File: src/hw/rtl/ecr_pkg.sv
package ecr_pkg;

    localparam int W     = 32;
    localparam int LANES = 4;
    localparam int NFLD  = 10;
    localparam int MW    = W + 1;
    localparam int PW    = 2 * W;
    localparam int DOTW  = PW + 1;
    localparam int HIW   = DOTW - W;
    localparam int THW   = HIW + W;
    localparam int DLW   = W + MW;
    localparam int DHW   = HIW + MW;
    localparam int TW    = DOTW + W;
    localparam int CHW   = TW - 2 * W;
    localparam int NW    = TW + W + 1;
    localparam int DENW  = DOTW + MW;
    localparam int QW    = 34;
    localparam int REMW  = DENW + QW;
    localparam int MAGW  = QW + 1;
    localparam int DLTW  = QW + 3;
    localparam int SW    = 40;

    localparam int LANE_X1 = 0;
    localparam int LANE_Y1 = 1;
    localparam int LANE_X2 = 2;
    localparam int LANE_Y2 = 3;

    typedef struct packed {
        logic [LANES-1:0][W-1:0] pos;
        logic [LANES-1:0][W-1:0] vel;
        logic                    coinc;
        logic                    mzero;
        logic [LANES-1:0]        neg;
    } side_t;

    function automatic logic [W:0] sat_w(input logic [SW-1:0] v);
        logic [W-1:0] val;
        logic         flag;
        flag = !((&v[SW-1:W-1]) || !(|v[SW-1:W-1]));
        if (!flag) begin
            val = v[W-1:0];
        end else if (v[SW-1]) begin
            val = {1'b1, {(W-1){1'b0}}};
        end else begin
            val = {1'b0, {(W-1){1'b1}}};
        end
        return {flag, val};
    endfunction

endpackage

File: src/hw/rtl/ecr_back.sv
module ecr_back (
    input  logic                                          aclk,
    input  logic                                          aresetn,
    input  logic                                          en,
    input  logic                                          in_valid,
    input  ecr_pkg::side_t                                in_side,
    input  logic [ecr_pkg::LANES-1:0][ecr_pkg::MAGW-1:0]  in_mag,
    output logic                                          out_valid,
    output logic [ecr_pkg::LANES*2*ecr_pkg::W-1:0]        out_data,
    output logic [1:0]                                    out_user
);
    import ecr_pkg::*;

    logic                     valid1_reg, valid2_reg;
    side_t                    side1_reg;
    logic [LANES-1:0][W-1:0]  vel1_reg;
    logic                     sat1_reg;
    logic [LANES*2*W-1:0]     data2_reg;
    logic [1:0]               user2_reg;

    logic [LANES-1:0][W-1:0]  vel_s1;
    logic                     sat_s1;
    logic [DLTW-1:0]          dext, delta, vnew;
    logic [W:0]               sv;

    logic [LANES-1:0][W-1:0]  pos_s2;
    logic                     sat_s2;
    logic [SW-1:0]            vw, pw;
    logic [W:0]               sp;
    logic [LANES*2*W-1:0]     data_s2;
    logic [1:0]               user_s2;

    always_comb begin
        sat_s1 = 1'b0;
        for (int k = 0; k < LANES; k++) begin
            dext  = in_side.mzero ? '0 : DLTW'(in_mag[k]);
            delta = in_side.neg[k] ? DLTW'(0) - dext : dext;
            vnew  = {{(DLTW-W){in_side.vel[k][W-1]}}, in_side.vel[k]} - delta;
            sv    = sat_w({{(SW-DLTW){vnew[DLTW-1]}}, vnew});
            vel_s1[k] = sv[W-1:0];
            sat_s1    = sat_s1 | sv[W];
        end
    end

    always_comb begin
        sat_s2 = sat1_reg;
        for (int k = 0; k < LANES; k++) begin
            vw = {{(SW-W){vel1_reg[k][W-1]}}, vel1_reg[k]};
            pw = {{(SW-W){side1_reg.pos[k][W-1]}}, side1_reg.pos[k]} + (vw << 5) - (vw << 1);
            sp = sat_w(pw);
            pos_s2[k] = sp[W-1:0];
            sat_s2    = sat_s2 | sp[W];
        end
        if (side1_reg.coinc) begin
            data_s2 = {side1_reg.vel[LANE_Y2], side1_reg.vel[LANE_X2],
                       side1_reg.pos[LANE_Y2], side1_reg.pos[LANE_X2],
                       side1_reg.vel[LANE_Y1], side1_reg.vel[LANE_X1],
                       side1_reg.pos[LANE_Y1], side1_reg.pos[LANE_X1]};
            user_s2 = 2'b01;
        end else begin
            data_s2 = {vel1_reg[LANE_Y2], vel1_reg[LANE_X2],
                       pos_s2[LANE_Y2], pos_s2[LANE_X2],
                       vel1_reg[LANE_Y1], vel1_reg[LANE_X1],
                       pos_s2[LANE_Y1], pos_s2[LANE_X1]};
            user_s2 = {sat_s2, 1'b0};
        end
    end

    always_ff @(posedge aclk) begin
        if (!aresetn) begin
            valid1_reg <= 1'b0;
            valid2_reg <= 1'b0;
        end else if (en) begin
            valid1_reg <= in_valid;
            valid2_reg <= valid1_reg;
        end
    end

    always_ff @(posedge aclk) begin
        if (en) begin
            side1_reg <= in_side;
            vel1_reg  <= vel_s1;
            sat1_reg  <= sat_s1;
            data2_reg <= data_s2;
            user2_reg <= user_s2;
        end
    end

    assign out_valid = valid2_reg;
    assign out_data  = data2_reg;
    assign out_user  = user2_reg;

endmodule

File: config.mk
export PLATFORM = sky130hd
export DESIGN_NAME = ecr_back
export DESIGN_NICKNAME = d
export VERILOG_FILES = /design/src/hw/rtl/ecr_pkg.sv /design/src/hw/rtl/ecr_back.sv
export SDC_FILE = /design/constraint.sdc
export NUM_CORES = 2
export LEC_CHECK = 0
export ABC_AREA = 1
export BUFFER_PORTS_ARGS = -buffer_cell sky130_fd_sc_hd__buf_4
export CORE_UTILIZATION = 60
export DETAILED_ROUTE_END_ITERATION = 8
export PLACE_DENSITY = 0.92
export REMOVE_ABC_BUFFERS = 1
export SLEW_MARGIN = 20
export SYNTH_ARGS = -nofsm -noshare
export SYNTH_HDL_FRONTEND = slang
export SYNTH_SLANG_ARGS = --single-unit
File: constraint.sdc
create_clock -name aclk -period 5.42 [get_ports aclk]
set_input_delay 0.813 -clock aclk [delete_from_list [all_inputs] [get_ports aclk]]
set_output_delay 0.813 -clock aclk [all_outputs]
set_load 0.01 [all_outputs]
==> metrics.txt <==
kind of end point of the critical path register; post-CTS setup repair buffer count 0; Most common cell on crit path sky130_fd_sc_hd__nand2_1; die outline height around 300 um; wire length of the first global-routing pass 279.1 mm; CP top delay family simple AND/OR/NAND/NOR gates; most frequent cells in the layout sky130_fd_sc_hd__nand2_1 (2523), sky130_fd_sc_hd__inv_1 (1127), sky130_fd_sc_hd__buf_4 (733); leakage a little over 30 nW; setup repair after global routing missed its margin no; multi-input combinational cell area roughly 28000 sq um; count of endpoints failing setup in the final report 0; placed cell area roughly 59000 sq um; number of gates resized after cts 0; instance count along the most critical hold path 1; placer congestion estimate 1.070; fill cell instance count of the final layout between 6000 and 7000; Final Critical Period 4.962 ns; total detailed-routing wirelength between 150 and 200 mm; number of flip-flops under the largest register name ~260; Top FF cell, synth sky130_fd_sc_hd__edfxtp_1; run status complete, no violations; Initial Util 0.6060; H-tree levels 3; number of I/O port buffers around 660; clock tree from TritonCTS yes; sinks on the clock net roughly 650; cell count of the worst reg-to-reg path 20; Num CTS Buffers 73; sequential fraction of the synthesis area 0.3686; Post-Synthesis Mean Instance Area around 7.5 sq um; Req. time, crit path ~5.8 ns; path length in cells of the critical path 31; classification of the worst-slack hold path in -> reg; number of buffer and inverter instances along the worst setup path 6; end point of the worst hold path side1_reg[201]; setup slack, reg-to-reg 0.84 ns; kind of critical path in -> reg; pin count of the biggest net entering global routing approximately 190; Yosys Warn Count 0; clock-pin slew on the worst setup and hold paths 0.06 ns; antenna violations before repair 15; Clock Latency Late Sink ~0.67 ns; number of max-cap violations 0; total standard cell area after synthesis 52570 sq um; Die X ~300 um; kind of start point of the critical path primary input; non-filler instance count after layout 8969; area growth from synthesis to final layout 17.24%; worst relative slew slack 0.3012; hpwl dp between 150 and 200 mm; Post-Route Setup TNS 0 ns; share of synthesized flip-flops with an asynchronous set or reset 0; Final Cycle Share 0.9155; first-pass iteration count of the detailed router 8; wire length per cell ~21 um; power density cells 439.6 nW/um^2; synthesized instance count ~7000; Data arrival, critical path around 5.3 ns; worst-case vdd ir drop a little over 0.5 mV; global routing usage summed across all routing layers 0.4106; Inst Count DP 8831; CTS Root Cell sky130_fd_sc_hd__clkbuf_16; slowest stage cell on the critical path sky130_fd_sc_hd__ha_1; standard cell core area slightly below 90000 sq um; Final Max Slew Viols 0; endpoint of the lowest-slack register-to-register path out_data[12]; max incr delay on CP about 0.38 ns; peak fanout along the critical path 31; transition time of the tightest slew-check pin 1.037 ns; worst slack at placement -0.01227 ns; worst-case clock buffer depth 3; count of distinct cell types in the synthesized netlist 52; number of design-rule violations left by the first detailed-router iteration about 5400; most common library cell in the layout ignoring fill and taps sky130_fd_sc_hd__nand2_1; number of global-route vias before repair between 40000 and 50000; Post-Route Skew approximately 0.048 ns; number of primary I/O pins 665; DRC errors left 0; reg2reg start side1_reg[165]; total power around 0.027 W; Post-synth EDFFs 644; nets@finish between 8000 and 9000; residual overflow from global routing 0; min-delay src in_side[201]; cell row count ~110; Layout Cell Area excl Fill 61630 sq um; Seq cells post-synth around 650; final setup margin 0.4579 ns; full die area ~89000 sq um; Fmax between 200 and 250 MHz; Hold Violations, Final 0; remaining antenna violation count 0; number of vias in the routed layout roughly 51000; fraction of layout instances using a drive strength above 1 0.1195; number of hold-repair buffers added at the cts stage 0; Sequential cell area 19380 sq um; ratio of routed vias to standard cells 5.710
## Yosys cell counts (9+ instances only)
cell,count,area (sq um)
sky130_fd_sc_hd__nor2_1,554,2079
sky130_fd_sc_hd__xnor2_1,144,1261
sky130_fd_sc_hd__o21a_1,18,135.1
sky130_fd_sc_hd__o211ai_1,10,75.07
sky130_fd_sc_hd__a21o_1,22,165.2
sky130_fd_sc_hd__nor4_1,11,68.82
sky130_fd_sc_hd__edfxtp_1,644,19340
sky130_fd_sc_hd__inv_1,1127,4230
sky130_fd_sc_hd__nor3_1,48,240.2
sky130_fd_sc_hd__a31oi_1,59,369.1
sky130_fd_sc_hd__nand2_1,2523,9470
sky130_fd_sc_hd__buf_6,10,112.6
sky130_fd_sc_hd__buf_2,36,180.2
sky130_fd_sc_hd__nand4_1,42,262.8
sky130_fd_sc_hd__buf_1,10,37.54
sky130_fd_sc_hd__or2_2,9,56.30
sky130_fd_sc_hd__a21oi_1,344,1722
sky130_fd_sc_hd__xor2_1,222,1944
sky130_fd_sc_hd__buf_4,15,112.6
sky130_fd_sc_hd__fa_1,132,2643
sky130_fd_sc_hd__nand2_2,13,81.33
sky130_fd_sc_hd__o21bai_1,21,157.7
sky130_fd_sc_hd__o21ai_0,304,1521
sky130_fd_sc_hd__a21boi_0,10,75.07
sky130_fd_sc_hd__clkbuf_1,56,210.2
sky130_fd_sc_hd__o21ai_1,17,85.08
sky130_fd_sc_hd__nor2_2,13,81.33
sky130_fd_sc_hd__o21ai_2,10,87.58
sky130_fd_sc_hd__nand3_2,14,140.1
sky130_fd_sc_hd__ha_1,316,3954
sky130_fd_sc_hd__nand3_1,247,1236
## final cells by class
type                    instances  area share
well taps                    1155     0.02345
repair buffers                753     0.09570
clock buffers                  81     0.03082
inverters                    1131     0.06896
diodes                          6   0.0002436
clock inverters                51    0.007369
multi-input cells            5146      0.4590
flip-flops and latches        646      0.3144
## worst register-to-register path, delay by kind of cell (launching register included)
kind	cells	cell delay [ns]
fa+ha+maj	2	0.97
flops	1	0.51
buf+inv	3	0.39
simple gates	15	2.57
## where the power goes
group / total, W / switching (W) / internal (W) / leakage, nW
registers: 0.00701 / 0.000491 / 0.00652 / 6.36
logic: 0.0151 / 0.00991 / 0.00515 / 23.6
clock network: 0.00503 / 0.00216 / 0.00287 / 1.17
total: 0.0271 / 0.0126 / 0.0145 / 31.1
## worst max-delay path by stage
stage / slack, ns / to / startpoint
6_report: 0.46 / vel1_reg[71] / in_side[4]
5_1_grt: 0.07 / vel1_reg[93] / in_side[4]
4_1_cts: 0.63 / vel1_reg[72] / in_side[4]
3_5_place_dp: -0.01 / vel1_reg[72] / in_side[4]
3_3_place_gp: 0.15 / vel1_reg[32] / in_side[4]
2_1_floorplan: -4.14 / out_data[130] / side1_reg[5]
## cells by family (layout without fill, tap and decap cells)
group           after synthesis  in the layout  share of synthesized area
compound gates              828            828                    0.08561
buf+inv                    1258           2016                    0.09318
other cells                   0              6                          0
fa+ha+maj                   448            448                     0.1255
xor+xnor                    366            366                    0.06098
flops                       646            646                     0.3686
simple gates               3504           3504                     0.2661
## routing by layer
| metal | wire length, um | part of all wire | global-route usage | vias to the layer above |
|---|---|---|---|---|
| li1 | - | - | - | 23860 |
| met1 | 69290 | 0.37 | 0.5103 | 23570 |
| met2 | 86520 | 0.46 | 0.6760 | 3138 |
| met3 | 20160 | 0.11 | 0.08043 | 627 |
| met4 | 11000 | 0.059 | 0.2178 | 20 |
| met5 | 140 | 0.00075 | 0 | - |
## per-stage QoR
stage / hold WS (ns) / util
finish: 0.3135 / 0.7104
global route: 0.3098 / 0.7104
CTS: 0.2927 / 0.7103
detailed placement: 0.4952 / 0.6831
global placement: 0.4777 / 0.6831
floorplan: 0.4482 / -
(Power assumes the default switching activity.)
